`config.mk`:
```
export PLATFORM = sky130hd
export DESIGN_NAME = crc32c_barrett_fold_engine_flat
export DESIGN_NICKNAME = d
export VERILOG_FILES = /design/src/rtl/crcbf_pkg.sv /design/src/rtl/crcbf_ifs.sv /design/src/rtl/crcbf_front.sv /design/src/rtl/crcbf_back.sv /design/src/rtl/crc32c_barrett_fold_engine.sv /design/src/flat_wrapper.sv
export SDC_FILE = /design/constraint.sdc
export NUM_CORES = 2
export LEC_CHECK = 0
export ABC_CLOCK_PERIOD_IN_PS = 11800
export BUFFER_PORTS_ARGS = -buffer_cell sky130_fd_sc_hd__buf_2
export CORE_ASPECT_RATIO = 0.9
export CORE_MARGIN = 1
export CORE_UTILIZATION = 40
export CTS_CLUSTER_DIAMETER = 80
export DETAILED_ROUTE_END_ITERATION = 8
export GPL_TIMING_DRIVEN = 0
export RECOVER_POWER = 50
export SYNTH_ARGS = -nofsm -noshare
export SYNTH_HDL_FRONTEND = slang
export SYNTH_HIERARCHICAL = 1
export SYNTH_SLANG_ARGS = --single-unit
export TNS_END_PERCENT = 30
```
`constraint.sdc`:
```
create_clock -name clk -period 11.8 [get_ports clk]
set_input_delay 0.59 -clock clk [delete_from_list [all_inputs] [get_ports clk]]
set_output_delay 0.59 -clock clk [all_outputs]
set_load 0.01 [all_outputs]
```
`src/rtl/crcbf_pkg.sv`:
```
`default_nettype none

package crcbf_pkg;

    // Folding constants that advance the state by 64 bits.
    localparam logic [31:0] FOLD_K_LO  = 32'h493c7d27;
    localparam logic [31:0] FOLD_K_HI  = 32'hdd45aab8;

    // Barrett constants for the reflected Castagnoli polynomial.
    localparam logic [31:0] BARRETT_MU = 32'hdea713f1;
    localparam logic [31:0] BARRETT_P  = 32'h05ec76f1;
    localparam logic [31:0] ALL_ONES32 = 32'hffffffff;

    // Byte count of a full word, which takes the folding path.
    localparam logic [3:0]  FULL_COUNT = 4'd8;

    // Number of zero-word reductions that close out a 64-bit state.
    localparam logic [1:0]  FULL_REDUCE_STEPS = 2'd2;

    // One classified request as it waits between the front and the back.
    typedef struct packed {
        logic [63:0] data_word;
        logic [3:0]  byte_count;
        logic        first;
        logic        last;
        logic        full;
        logic        skip;
    } crcbf_item_t;

    // Sequencer states of the back end.
    typedef enum logic [2:0] {
        BK_IDLE,
        BK_DISPATCH,
        BK_RED_A,
        BK_RED_B,
        BK_FOLD_A,
        BK_FOLD_B,
        BK_EMIT
    } crcbf_state_t;

    // Kind of Barrett reduction that is in flight.
    typedef enum logic [1:0] {
        OP_ZERO,
        OP_WORD,
        OP_BYTE
    } crcbf_op_t;

    // Carryless product of two 32-bit words.
    function automatic logic [63:0] clmul32(input logic [31:0] a, input logic [31:0] b);
        logic [63:0] acc;
        acc = '0;
        for (int k = 0; k < 32; k++) begin
            if (b[k]) begin
                acc = acc ^ ({32'b0, a} << k);
            end
        end
        return acc;
    endfunction

endpackage

`default_nettype wire

```
`src/rtl/crcbf_ifs.sv`:
```
`default_nettype none

// Request channel: message words with their framing marks.
interface crcbf_in_if;
    logic        valid;
    logic        ready;
    logic [63:0] data_word;
    logic [3:0]  byte_count;
    logic        first;
    logic        last;

    modport source (output valid, output data_word, output byte_count,
                    output first, output last, input ready);
    modport sink   (input valid, input data_word, input byte_count,
                    input first, input last, output ready);
endinterface

// Result channel: one CRC per message.
interface crcbf_out_if;
    logic        valid;
    logic        ready;
    logic [31:0] crc_value;

    modport source (output valid, output crc_value, input ready);
    modport sink   (input valid, input crc_value, output ready);
endinterface

`default_nettype wire

```
`src/rtl/crcbf_front.sv`:
```
`default_nettype none

module crcbf_front
    import crcbf_pkg::*;
#(
    parameter int WORD_BYTES = 8
)
(
    input  logic         clk,
    input  logic         rst_n,
    crcbf_in_if.sink     req,
    output crcbf_item_t  item,
    output logic         item_vld,
    input  logic         item_pop
);

    localparam logic [3:0] WB = 4'(WORD_BYTES);

    crcbf_item_t entry_reg [2];
    logic        wr_ptr_reg;
    logic        wr_ptr_next;
    logic        rd_ptr_reg;
    logic        rd_ptr_next;
    logic [1:0]  fill_reg;
    logic [1:0]  fill_next;
    crcbf_item_t incoming;
    logic        push;
    logic [3:0]  cnt_sat;

    // Saturate the byte count and classify the request.
    always_comb
    begin
        cnt_sat             = (req.byte_count > WB) ? WB : req.byte_count;
        incoming.data_word  = req.data_word;
        incoming.byte_count = cnt_sat;
        incoming.first      = req.first;
        incoming.last       = req.last;
        incoming.full       = (cnt_sat == FULL_COUNT);
        incoming.skip       = (cnt_sat == 4'd0) && !req.last;
    end

    assign req.ready = (fill_reg != 2'd2);
    assign push      = req.valid && req.ready;
    assign item_vld  = (fill_reg != 2'd0);
    assign item      = entry_reg[rd_ptr_reg];

    // Two-entry queue pointers and fill level.
    always_comb
    begin
        wr_ptr_next = wr_ptr_reg ^ push;
        rd_ptr_next = rd_ptr_reg ^ (item_pop && item_vld);
        fill_next   = fill_reg + {1'b0, push} - {1'b0, item_pop && item_vld};
    end

    always_ff @(posedge clk or negedge rst_n)
    begin
        if (!rst_n)
        begin
            wr_ptr_reg <= 1'b0;
            rd_ptr_reg <= 1'b0;
            fill_reg   <= 2'd0;
        end
        else
        begin
            wr_ptr_reg <= wr_ptr_next;
            rd_ptr_reg <= rd_ptr_next;
            fill_reg   <= fill_next;
        end
    end

    // Queue storage.
    always_ff @(posedge clk)
    begin
        if (push)
        begin
            entry_reg[wr_ptr_reg] <= incoming;
        end
    end

endmodule

`default_nettype wire

```
`src/rtl/crcbf_back.sv`:
```
`default_nettype none

module crcbf_back
    import crcbf_pkg::*;
(
    input  logic         clk,
    input  logic         rst_n,
    input  logic         cfg_wr_en,
    input  logic [31:0]  cfg_wr_data,
    input  crcbf_item_t  item,
    input  logic         item_vld,
    output logic         item_pop,
    crcbf_out_if.source  res
);

    crcbf_state_t state_reg, state_next;
    logic [31:0]  seed_reg;
    logic [63:0]  st_reg, st_next;
    logic         pend_reg, pend_next;
    logic [63:0]  data_reg, data_next;
    logic [3:0]   cnt_reg, cnt_next;
    logic         last_reg, last_next;
    logic         full_reg, full_next;
    logic [3:0]   pos_reg, pos_next;
    logic [1:0]   zero_left_reg, zero_left_next;
    logic         fold_req_reg, fold_req_next;
    logic         main_done_reg, main_done_next;
    crcbf_op_t    op_reg, op_next;
    logic [31:0]  w_reg, w_next;
    logic [31:0]  q_reg, q_next;
    logic [63:0]  acc_reg, acc_next;
    logic         out_vld_reg, out_vld_next;
    logic [31:0]  crc_reg, crc_next;

    logic [63:0]  st_base;
    logic         pend_base;
    logic [31:0]  red_c;
    logic [31:0]  mul_a;
    logic [31:0]  mul_b;
    logic [63:0]  mul_p;
    logic [7:0]   cur_byte;

    assign res.valid     = out_vld_reg;
    assign res.crc_value = crc_reg;

    // Barrett input word: a whole word, or one byte moved to the top.
    always_comb
    begin
        if (op_reg == OP_BYTE)
        begin
            red_c = {st_reg[7:0] ^ w_reg[7:0], 24'b0};
        end
        else
        begin
            red_c = st_reg[31:0] ^ w_reg;
        end
    end

    // The single carryless multiplier, shared by the reduction and fold steps.
    always_comb
    begin
        case (state_reg)
            BK_RED_A:
            begin
                mul_a = red_c;
                mul_b = BARRETT_MU;
            end
            BK_RED_B:
            begin
                mul_a = q_reg;
                mul_b = BARRETT_P;
            end
            BK_FOLD_A:
            begin
                mul_a = st_reg[31:0];
                mul_b = FOLD_K_LO;
            end
            BK_FOLD_B:
            begin
                mul_a = st_reg[63:32];
                mul_b = FOLD_K_HI;
            end
            default:
            begin
                mul_a = 32'b0;
                mul_b = 32'b0;
            end
        endcase
        mul_p = clmul32(mul_a, mul_b);
    end

    assign cur_byte  = data_reg[{pos_reg[2:0], 3'b000} +: 8];
    assign st_base   = item.first ? {32'b0, seed_reg ^ ALL_ONES32} : st_reg;
    assign pend_base = item.first ? 1'b0 : pend_reg;

    // Sequencer: next state and register updates.
    always_comb
    begin
        state_next     = state_reg;
        st_next        = st_reg;
        pend_next      = pend_reg;
        data_next      = data_reg;
        cnt_next       = cnt_reg;
        last_next      = last_reg;
        full_next      = full_reg;
        pos_next       = pos_reg;
        zero_left_next = zero_left_reg;
        fold_req_next  = fold_req_reg;
        main_done_next = main_done_reg;
        op_next        = op_reg;
        w_next         = w_reg;
        q_next         = q_reg;
        acc_next       = acc_reg;
        crc_next       = crc_reg;
        out_vld_next   = out_vld_reg && !res.ready;
        item_pop       = 1'b0;

        case (state_reg)
            BK_IDLE:
            begin
                if (item_vld)
                begin
                    item_pop = 1'b1;
                    st_next  = st_base;
                    if (item.skip)
                    begin
                        pend_next = pend_base;
                    end
                    else
                    begin
                        pend_next      = 1'b0;
                        data_next      = item.data_word;
                        cnt_next       = item.byte_count;
                        last_next      = item.last;
                        full_next      = item.full;
                        pos_next       = 4'd0;
                        main_done_next = 1'b0;
                        fold_req_next  = pend_base && item.full;
                        zero_left_next = (pend_base && !item.full) ? FULL_REDUCE_STEPS
                                                                   : 2'd0;
                        state_next     = BK_DISPATCH;
                    end
                end
            end

            BK_DISPATCH:
            begin
                if (fold_req_reg)
                begin
                    state_next = BK_FOLD_A;
                end
                else if (zero_left_reg != 2'd0)
                begin
                    op_next    = OP_ZERO;
                    w_next     = 32'b0;
                    state_next = BK_RED_A;
                end
                else if (!main_done_reg)
                begin
                    if (full_reg)
                    begin
                        // A full word is absorbed; it is folded or reduced later.
                        st_next        = st_reg ^ data_reg;
                        main_done_next = 1'b1;
                        if (last_reg)
                        begin
                            zero_left_next = FULL_REDUCE_STEPS;
                        end
                        else
                        begin
                            pend_next = 1'b1;
                        end
                    end
                    else if ((cnt_reg >= 4'd4) && (pos_reg == 4'd0))
                    begin
                        op_next    = OP_WORD;
                        w_next     = data_reg[31:0];
                        state_next = BK_RED_A;
                    end
                    else if (pos_reg < cnt_reg)
                    begin
                        op_next    = OP_BYTE;
                        w_next     = {24'b0, cur_byte};
                        state_next = BK_RED_A;
                    end
                    else
                    begin
                        main_done_next = 1'b1;
                    end
                end
                else if (last_reg)
                begin
                    state_next = BK_EMIT;
                end
                else
                begin
                    state_next = BK_IDLE;
                end
            end

            BK_RED_A:
            begin
                q_next     = mul_p[31:0];
                state_next = BK_RED_B;
            end

            BK_RED_B:
            begin
                if (op_reg == OP_BYTE)
                begin
                    st_next  = (st_reg >> 8) ^ {32'b0, mul_p[63:32] ^ q_reg};
                    pos_next = pos_reg + 4'd1;
                end
                else
                begin
                    st_next = (st_reg >> 32) ^ {32'b0, mul_p[63:32] ^ q_reg};
                    if (op_reg == OP_ZERO)
                    begin
                        zero_left_next = zero_left_reg - 2'd1;
                    end
                    else
                    begin
                        pos_next = 4'd4;
                    end
                end
                state_next = BK_DISPATCH;
            end

            BK_FOLD_A:
            begin
                acc_next   = mul_p;
                state_next = BK_FOLD_B;
            end

            BK_FOLD_B:
            begin
                st_next       = acc_reg ^ mul_p;
                fold_req_next = 1'b0;
                state_next    = BK_DISPATCH;
            end

            BK_EMIT:
            begin
                // Wait until the output register is free.
                if (!out_vld_reg || res.ready)
                begin
                    crc_next     = st_reg[31:0] ^ ALL_ONES32;
                    out_vld_next = 1'b1;
                    state_next   = BK_IDLE;
                end
            end

            default:
            begin
                state_next = BK_IDLE;
            end
        endcase
    end

    // Control and state registers.
    always_ff @(posedge clk or negedge rst_n)
    begin
        if (!rst_n)
        begin
            state_reg     <= BK_IDLE;
            seed_reg      <= 32'b0;
            st_reg        <= 64'b0;
            pend_reg      <= 1'b0;
            zero_left_reg <= 2'd0;
            fold_req_reg  <= 1'b0;
            main_done_reg <= 1'b0;
            pos_reg       <= 4'd0;
            out_vld_reg   <= 1'b0;
        end
        else
        begin
            state_reg     <= state_next;
            st_reg        <= st_next;
            pend_reg      <= pend_next;
            zero_left_reg <= zero_left_next;
            fold_req_reg  <= fold_req_next;
            main_done_reg <= main_done_next;
            pos_reg       <= pos_next;
            out_vld_reg   <= out_vld_next;
            if (cfg_wr_en)
            begin
                seed_reg <= cfg_wr_data;
            end
        end
    end

    // Payload registers.
    always_ff @(posedge clk)
    begin
        data_reg <= data_next;
        cnt_reg  <= cnt_next;
        last_reg <= last_next;
        full_reg <= full_next;
        op_reg   <= op_next;
        w_reg    <= w_next;
        q_reg    <= q_next;
        acc_reg  <= acc_next;
        crc_reg  <= crc_next;
    end

endmodule

`default_nettype wire

```
`src/rtl/crc32c_barrett_fold_engine.sv`:
```
// CRC-32C engine (reflected Castagnoli) with a 64-bit folding state.
//
// Requests arrive on req: data_word with byte zero in the low bits, byte_count
// valid bytes (counts above WORD_BYTES saturate), and first and last marks.
// A request with last set produces one result on res: the final inverted CRC.
// The user writes the seed register via cfg_wr_en and cfg_wr_data while idle;
// the block does not enforce it. A first word starts from the inverted seed.
//
// A front end classifies requests into a two-entry queue; the back end runs
// them through one shared 32 by 32 carryless multiplier. Each Barrett
// reduction passes through dispatch and two multiplies, as does a pending
// 64-bit fold, and a final word also loads the result register. The multiplier
// is the limiting resource.
//
// Reset clears the folding state, the seed and the queue. When the receiver
// stalls, the result waits in the output register; the back end only holds in
// its result state with a further result; the queue takes requests until full.
`default_nettype none

module crc32c_barrett_fold_engine
    import crcbf_pkg::*;
#(
    parameter int WORD_BYTES = 8
)
(
    input  logic         clk,
    input  logic         rst_n,
    input  logic         cfg_wr_en,
    input  logic [31:0]  cfg_wr_data,
    crcbf_in_if.sink     req,
    crcbf_out_if.source  res
);

    crcbf_item_t item;
    logic        item_vld;
    logic        item_pop;

    // Intake and queue.
    crcbf_front #(
        .WORD_BYTES (WORD_BYTES)
    ) u_front (
        .clk      (clk),
        .rst_n    (rst_n),
        .req      (req),
        .item     (item),
        .item_vld (item_vld),
        .item_pop (item_pop)
    );

    // Reduction sequencer and result register.
    crcbf_back u_back (
        .clk         (clk),
        .rst_n       (rst_n),
        .cfg_wr_en   (cfg_wr_en),
        .cfg_wr_data (cfg_wr_data),
        .item        (item),
        .item_vld    (item_vld),
        .item_pop    (item_pop),
        .res         (res)
    );

endmodule

`default_nettype wire
```
`src/flat_wrapper.sv`:
```
// flat-port wrapper written by rule: the top's interface ports become plain ports
module crc32c_barrett_fold_engine_flat import crcbf_pkg::*;
#(
    parameter int WORD_BYTES = 8
)
  (clk, rst_n, cfg_wr_en, cfg_wr_data, req_valid, req_data_word, req_byte_count, req_first, req_last, req_ready, res_valid, res_crc_value, res_ready);
  crcbf_in_if req_i ();
  crcbf_out_if res_i ();
  input  logic clk;
  input  logic rst_n;
  input  logic cfg_wr_en;
  input  logic [31:0] cfg_wr_data;
  input wire logic [$bits(req_i.valid)-1:0] req_valid;
  input wire logic [$bits(req_i.data_word)-1:0] req_data_word;
  input wire logic [$bits(req_i.byte_count)-1:0] req_byte_count;
  input wire logic [$bits(req_i.first)-1:0] req_first;
  input wire logic [$bits(req_i.last)-1:0] req_last;
  output wire logic [$bits(req_i.ready)-1:0] req_ready;
  output wire logic [$bits(res_i.valid)-1:0] res_valid;
  output wire logic [$bits(res_i.crc_value)-1:0] res_crc_value;
  input wire logic [$bits(res_i.ready)-1:0] res_ready;
  assign req_i.valid = req_valid;
  assign req_i.data_word = req_data_word;
  assign req_i.byte_count = req_byte_count;
  assign req_i.first = req_first;
  assign req_i.last = req_last;
  assign req_ready = req_i.ready;
  assign res_valid = res_i.valid;
  assign res_crc_value = res_i.crc_value;
  assign res_i.ready = res_ready;
  crc32c_barrett_fold_engine #(.WORD_BYTES(WORD_BYTES)) u_core (.clk(clk), .rst_n(rst_n), .cfg_wr_en(cfg_wr_en), .cfg_wr_data(cfg_wr_data), .req(req_i), .res(res_i));
endmodule
```
## Yosys cells after proc, flatten, opt, wreduce, memory -nomap -nowiden

Memories as Yosys holds them, arrays and structs flattened.
Cells that the tools add are included.

- Bits in registers: 345
- Latch bits: 0
- RAM bits: 144
- ROM bits: 0
- Output and inout bits: 34
- Memories kept: 1

- $add $sub $neg: 4
- Multipliers: 0
- Divide/modulo/power cells: 0
- $lt $le $gt $ge: 3
- Equality and inequality tests: 26
- Shift-type cells: 1
- Muxes and demuxes: 106
- Bitwise operators: 44
- Reductions and logical operators: 35

Memory list:

| memory | words | bits a word | rd ports | clocked after memory_dff | write ports | line | source |
|---|---|---|---|---|---|---|---|
| u_core.u_front.entry_reg | 2 | 72 | 1 | 0 | 1 | crcbf_front.sv:19 | `crcbf_item_t entry_reg [2];` |

Operators with widths:

| operator | count |
|---|---|
| 64-bit 2-to-1 mux | 37 |
| 32-bit case mux with 4 select lines | 2 |
| 64-bit case mux with 4 select lines | 1 |
| 32-bit 2-to-1 mux | 6 |
| 64-bit XOR | 2 |
| 32-bit XOR | 3 |
| 32-bit inverter | 2 |
| 64-bit by 7-bit variable part select with 8-bit output | 1 |
| 64-bit by 33-bit XOR with 64-bit output | 1 |
| 64-bit by 34-bit XOR with 64-bit output | 1 |
| 64-bit by 35-bit XOR with 64-bit output | 1 |
| 64-bit by 36-bit XOR with 64-bit output | 1 |
| 64-bit by 37-bit XOR with 64-bit output | 1 |
| 64-bit by 38-bit XOR with 64-bit output | 1 |
| 64-bit by 39-bit XOR with 64-bit output | 1 |
| 64-bit by 40-bit XOR with 64-bit output | 1 |
| 64-bit by 41-bit XOR with 64-bit output | 1 |
| 64-bit by 42-bit XOR with 64-bit output | 1 |
| 64-bit by 43-bit XOR with 64-bit output | 1 |
| 64-bit by 44-bit XOR with 64-bit output | 1 |
| 64-bit by 45-bit XOR with 64-bit output | 1 |
| 64-bit by 46-bit XOR with 64-bit output | 1 |
| 64-bit by 47-bit XOR with 64-bit output | 1 |
| 64-bit by 48-bit XOR with 64-bit output | 1 |
| other kinds (61) | 149 |

## Logic depth before layout (Yosys ltp)

- Word-level depth: 70
- Depth in mapped cells: 18

## By module

Netlist, hierarchy kept.

By module, submodules not included:

| module | times used | cells each | area each (um2) |
|---|---|---|---|
| crcbf_back | 1 | 3254 | 29911.2 |
| crcbf_front | 1 | 250 | 5744.3 |

## Worst setup path after synthesis

Ideal clock, no wire load.

- Kind: flip-flop to flip-flop
- Start point: register u_core.u_back.state_reg[0]
- End point: register u_core.u_back.pos_reg[3]
- Library setup time: 83 ps
- Arrival: 9804 ps
- Setup slack: 1914 ps
- Cell stages (with the launch flop): 13
- Buffers on the path: 5
- Clock period less this slack: 9886 ps
- Cells stage by stage: dfrtp_1 buf_6 buf_6 buf_6 inv_1 buf_4 clkbuf_1 nand2_1 nor4_1 a21oi_1 nor3_1 a21oi_1 o21ai_0

- Cells in the longest elaborated chain, start to end: 3

Ends and longest elaborated chain:

| element | line | source |
|---|---|---|
| from (decl) | crcbf_back.sv:16 | `crcbf_state_t state_reg, state_next;` |
| from (signal assigned) | crcbf_back.sv:277 | `state_reg <= state_next;` |
| 3-bit by 2-bit == test with 1-bit output or 3-bit logical NOT (tied branches) | crcbf_back.sv:118 | `case (state_reg)` |
| 3-bit != test (no line) (tied with other cells) | -- |  |
| 4-bit AND reduction (no line) | -- |  |
| to (signal assigned) | crcbf_back.sv:283 | `pos_reg <= pos_next;` |
| to (decl) | crcbf_back.sv:24 | `logic [3:0] pos_reg, pos_next;` |

Parallel ways exist; a longest one is shown, timed or not.
A chain may end at the register's enable or synchronous reset.

## Final worst setup path

- Start point: register u_core.u_back.state_reg[2]
- End point: register u_core.u_back.st_reg[11]

- Cells in the longest elaborated chain, start to end: 67

Ends and longest elaborated chain:

| element | line | source |
|---|---|---|
| 3-bit == test or 3-bit by 2-bit == test with 1-bit output (tied branches) | crcbf_back.sv:62 | `case (state_reg)` |
| 32-bit case mux with 4 select lines | crcbf_back.sv:62 |  |
| 64-bit 2-to-1 mux | crcbf_pkg.sv:53 | `if (b[k]) begin` |
| 64-bit by 34-bit XOR with 64-bit output | crcbf_pkg.sv:54 | `acc = acc ^ ({32'b0, a} << k);` |
| 64-bit 2-to-1 mux | crcbf_pkg.sv:53 |  |
| 64-bit by 35-bit XOR with 64-bit output | crcbf_pkg.sv:54 |  |
| 64-bit 2-to-1 mux | crcbf_pkg.sv:53 |  |
| 64-bit by 36-bit XOR with 64-bit output | crcbf_pkg.sv:54 |  |
| [... 52 more ...] | -- |  |
| 64-bit 2-to-1 mux | crcbf_pkg.sv:53 |  |
| 64-bit by 63-bit XOR with 64-bit output | crcbf_pkg.sv:54 |  |
| 64-bit 2-to-1 mux * | crcbf_pkg.sv:53 |  |
| named net u_core.u_back.mul_p[43] | crcbf_back.sv:40 | `logic [63:0] mul_p;` |
| 32-bit XOR * | crcbf_back.sv:211, crcbf_back.sv:216 |  |
| 32-bit XOR or 56-bit by 32-bit XOR with 56-bit output (tied branches) | crcbf_back.sv:216, crcbf_back.sv:211 |  |
| 56-bit 2-to-1 mux * | crcbf_back.sv:209 | `if (op_reg == OP_BYTE)` |
| 64-bit case mux with 4 select lines * | crcbf_back.sv:118 |  |
| to (signal assigned) | crcbf_back.sv:278 | `st_reg <= st_next;` |
| to (decl) | crcbf_back.sv:18 | `logic [63:0] st_reg, st_next;` |

The timed path passes the listed nets; every way through them passes the cells marked *.

==> flow_metrics.py <==
metrics = {
    "layout": {
        "seqCellArea_um2": 14100,
        "largest_reg_flops": 144,
        "layout_common_cells": "xnor2_1 (598), edfxtp_1 (375), nand2_1 (241), clkbuf_1 (233)",
        "area_growth_pct": 11.5,
        "final_layout_size_suffix_gt1_frac": 0.128,
        "multiInputGateArea_um2": 19700,
        "final_nets": 3848,
        "fillers": 8457,
        "layout_commonest_cell": "xnor2_1",
    },
    "yosys": {
        "synth_area_um2": 35700,
        "avgSynthCellArea_um2": 10.2,
        "synth_cell_types": 100,
        "synth-edff-count": 375,
        "yosysSeqAreaShare": 0.395,
        "ys_warn_count": 6,
        "yosysTopAreaCell": "edfxtp_1",
        "ys.flop_type": "edfxtp_1",
        "synthesis.nets": 3621,
        "netlist_instances": 3504,
        "synthTopCellsByArea": "edfxtp_1 (32%), xnor2_1 (15%), dfrtp_1 (7.9%)",
        "async_flop_share": 0.232,
        "ys_ff_latch": 488,
        "synth_top_area_frac": 0.316,
    },
    "floorplanning": {
        "die_w_um": 317,
        "ios": 141,
        "die_h_um": 285,
        "start_util": 0.405,
        "die_area_um2": 90300,
        "design.core.area_um2": 88000,
        "rows": 103,
    },
    "worst_setup_path": {
        "critPathMaxStageDelay_ps": 1370,
        "path_cells": "clkbuf_1 -> clkbuf_2 -> nand3b_1 -> nand2_1 -> buf_2 -> buf_1 -> a31oi_1 -> xnor2_1 -> xnor2_1 -> xnor2_1 -> xor2_1 -> o22ai_1",
        "timing.rr.end": "u_core/u_back/st_reg[11]",
        "cp_common_cell": "xnor2_1",
        "critPathKind": "reg -> reg",
        "critPathTopFamily": "buffers and inverters",
        "critPathBufInv": 4,
        "r2r_start": "u_core/u_back/state_reg[2]",
        "required_ps": 12360,
        "ff2ff_path_depth": 12,
        "worst_path_max_delay_cell": "nand2_1",
        "crit_fanout": 10,
        "crit_arrival_ps": 9940,
        "ff2ff_setup_slack_ps": 2420,
        "cp-end-kind": "flop",
        "startpoint_type": "flop",
    },
    "cts": {
        "clockBufferDepth": 3,
        "clk_pin_slew_ps": 60,
        "hold_buffers": 1,
        "root_buffer": "clkbuf_16",
        "postCtsSetupRepairBufs": 0,
        "cts_tree": "yes",
        "clock-sinks": 488,
        "worstSkewPairLatency_ps": 690,
        "cts_resized": 0,
        "h-tree-depth": 2,
        "cts_buffers": 54,
    },
    "grt": {
        "met2_usage": 0.683,
        "antenna_found_initial": 32,
        "busiest_layer": "met2",
        "grt_max_degree": 85,
        "gr-usage-met3": 0.305,
        "first_global_vias": 31378,
        "gr-usage-all-layers": 0.530,
        "grt_pass1_wl_um": 311000,
        "use_met1": 0.631,
        "grt_overflow": 0,
    },
    "detailed_routing": {
        "first_pass_iters": 9,
        "drt-wirelength-per-cell_um": 49.3,
        "viasPerCell": 7.14,
        "routed_wirelength_um": 244000,
        "drc": 0,
        "num_vias": 35425,
        "ant_nets": 0,
        "drt_iter0_markers": 6888,
    },
    "status": {
        "status": "finished, violations left",
        "violations": "max-capacitance violations, max-slew violations",
    },
    "sta": {
        "final_hold_viol_count": 0,
        "finClkSkew_ps": 66.9,
        "report.final.setup_viol": 0,
        "rsz0062_at_grt": "no",
        "worstMarginPinSlew_ps": 5100,
        "post-route-period-util": 0.795,
        "slew_viol_final": 413,
        "max_freq_mhz": 107,
        "setup_tns_ps": 0,
        "max_slew_margin": -2.40,
        "fin_crit_ps": 9380,
    },
    "placed_design": {
        "dp_hpwl_um": 186000,
        "port_buffers": 139,
        "place_congestion": 1.16,
    },
    "job": {
        "maxCapViolCount": 24,
    },
    "hold_path": {
        "holdPathEnd": "u_core/u_front/entry_reg[1][48]",
        "whs_path_depth": 1,
        "hp-start": "req_data_word[40]",
        "min_path_type": "in -> reg",
    },
}
## how the worst max path moves through the flow
stage | startpoint | end | slack [ps] | cells after the start
detailed placement | u_core/u_back/state_reg[2] | u_core/u_back/st_reg[11] | 3810 | 12
global route | u_core/u_back/state_reg[2] | u_core/u_back/st_reg[11] | 3550 | 12
CTS | u_core/u_back/state_reg[2] | u_core/u_back/st_reg[11] | 3770 | 12
finish | u_core/u_back/state_reg[2] | u_core/u_back/st_reg[11] | 2420 | 12
floorplan | u_core/u_back/state_reg[0] | u_core/u_back/pos_reg[3] | 1910 | 12
global placement | u_core/u_back/state_reg[0] | u_core/u_back/pos_reg[3] | -4430 | 12
## per-layer routing
layer	vias up	share of wire
li1	13015	-
met1	17196	0.35
met2	3963	0.37
met3	1229	0.17
met4	22	0.10
met5	-	0.00087
## cells by family (layout without fill, tap and decap cells)
| kind of cell | Yosys count | after routing | synth area share |
|---|---|---|---|
| adders and majority gates | 10 | 10 | 0.00351 |
| DFF | 488 | 488 | 0.395 |
| AOI/OAI and AO/OA | 869 | 869 | 0.159 |
| buffers and inverters | 365 | 637 | 0.0481 |
| and+or+nand+nor | 693 | 693 | 0.0939 |
| other | 0 | 29 | 0 |
| muxes | 232 | 232 | 0.0824 |
| xor gates and xnor gates | 847 | 847 | 0.218 |
## area by class of cell
class | instances | share of cell area
clock buffer | 67 | 0.0352
timing repair buffer | 171 | 0.0250
buffer | 287 | 0.0342
multi-input combinational | 2651 | 0.496
sequential | 488 | 0.354
tap | 1155 | 0.0364
antenna | 29 | 0.00183
inverter | 78 | 0.00746
clock inverter | 34 | 0.00900
## synthesized netlist by cell type, drive strengths merged (24+ instances only)
cell type / n
o211ai: 24
dfrtp: 113
nand3: 39
a21oi: 226
nor3: 35
xnor2: 616
o21ai: 249
nor2: 234
o221ai: 41
mux2: 121
o22ai: 55
clkbuf: 149
edfxtp: 375
buf: 138
and3: 31
mux2i: 95
nand2: 241
a22oi: 53
inv: 77
a211oi: 27
a221oi: 26
xor2: 213
## worst reg2reg max path, stage by stage (launching register included)
cell and delay (ps):
dfrtp_1 520, clkbuf_1 720, clkbuf_2 820, nand3b_1 1240, nand2_1 1380, buf_2 580, buf_1 950, a31oi_1 420
xnor2_1 470, xnor2_1 140, xnor2_1 1320, xor2_1 390, o22ai_1 330
## stage by stage
stage	cells	hold WS, ps	worst slack [ps]	util	instance area, um^2
2_1_floorplan	3504	294	1910	-	35700
3_3_place_gp	4798	494	-4430	0.429	37800
3_5_place_dp	4827	501	3810	0.436	38300
4_1_cts	4929	62.0	3770	0.456	40100
5_1_grt	4935	76.5	3550	0.451	39700
6_report	4960	82.9	2420	0.452	39700
Power is not shown: default switching activity piles up to over one toggle a cycle in this logic, so the estimate is an artifact.
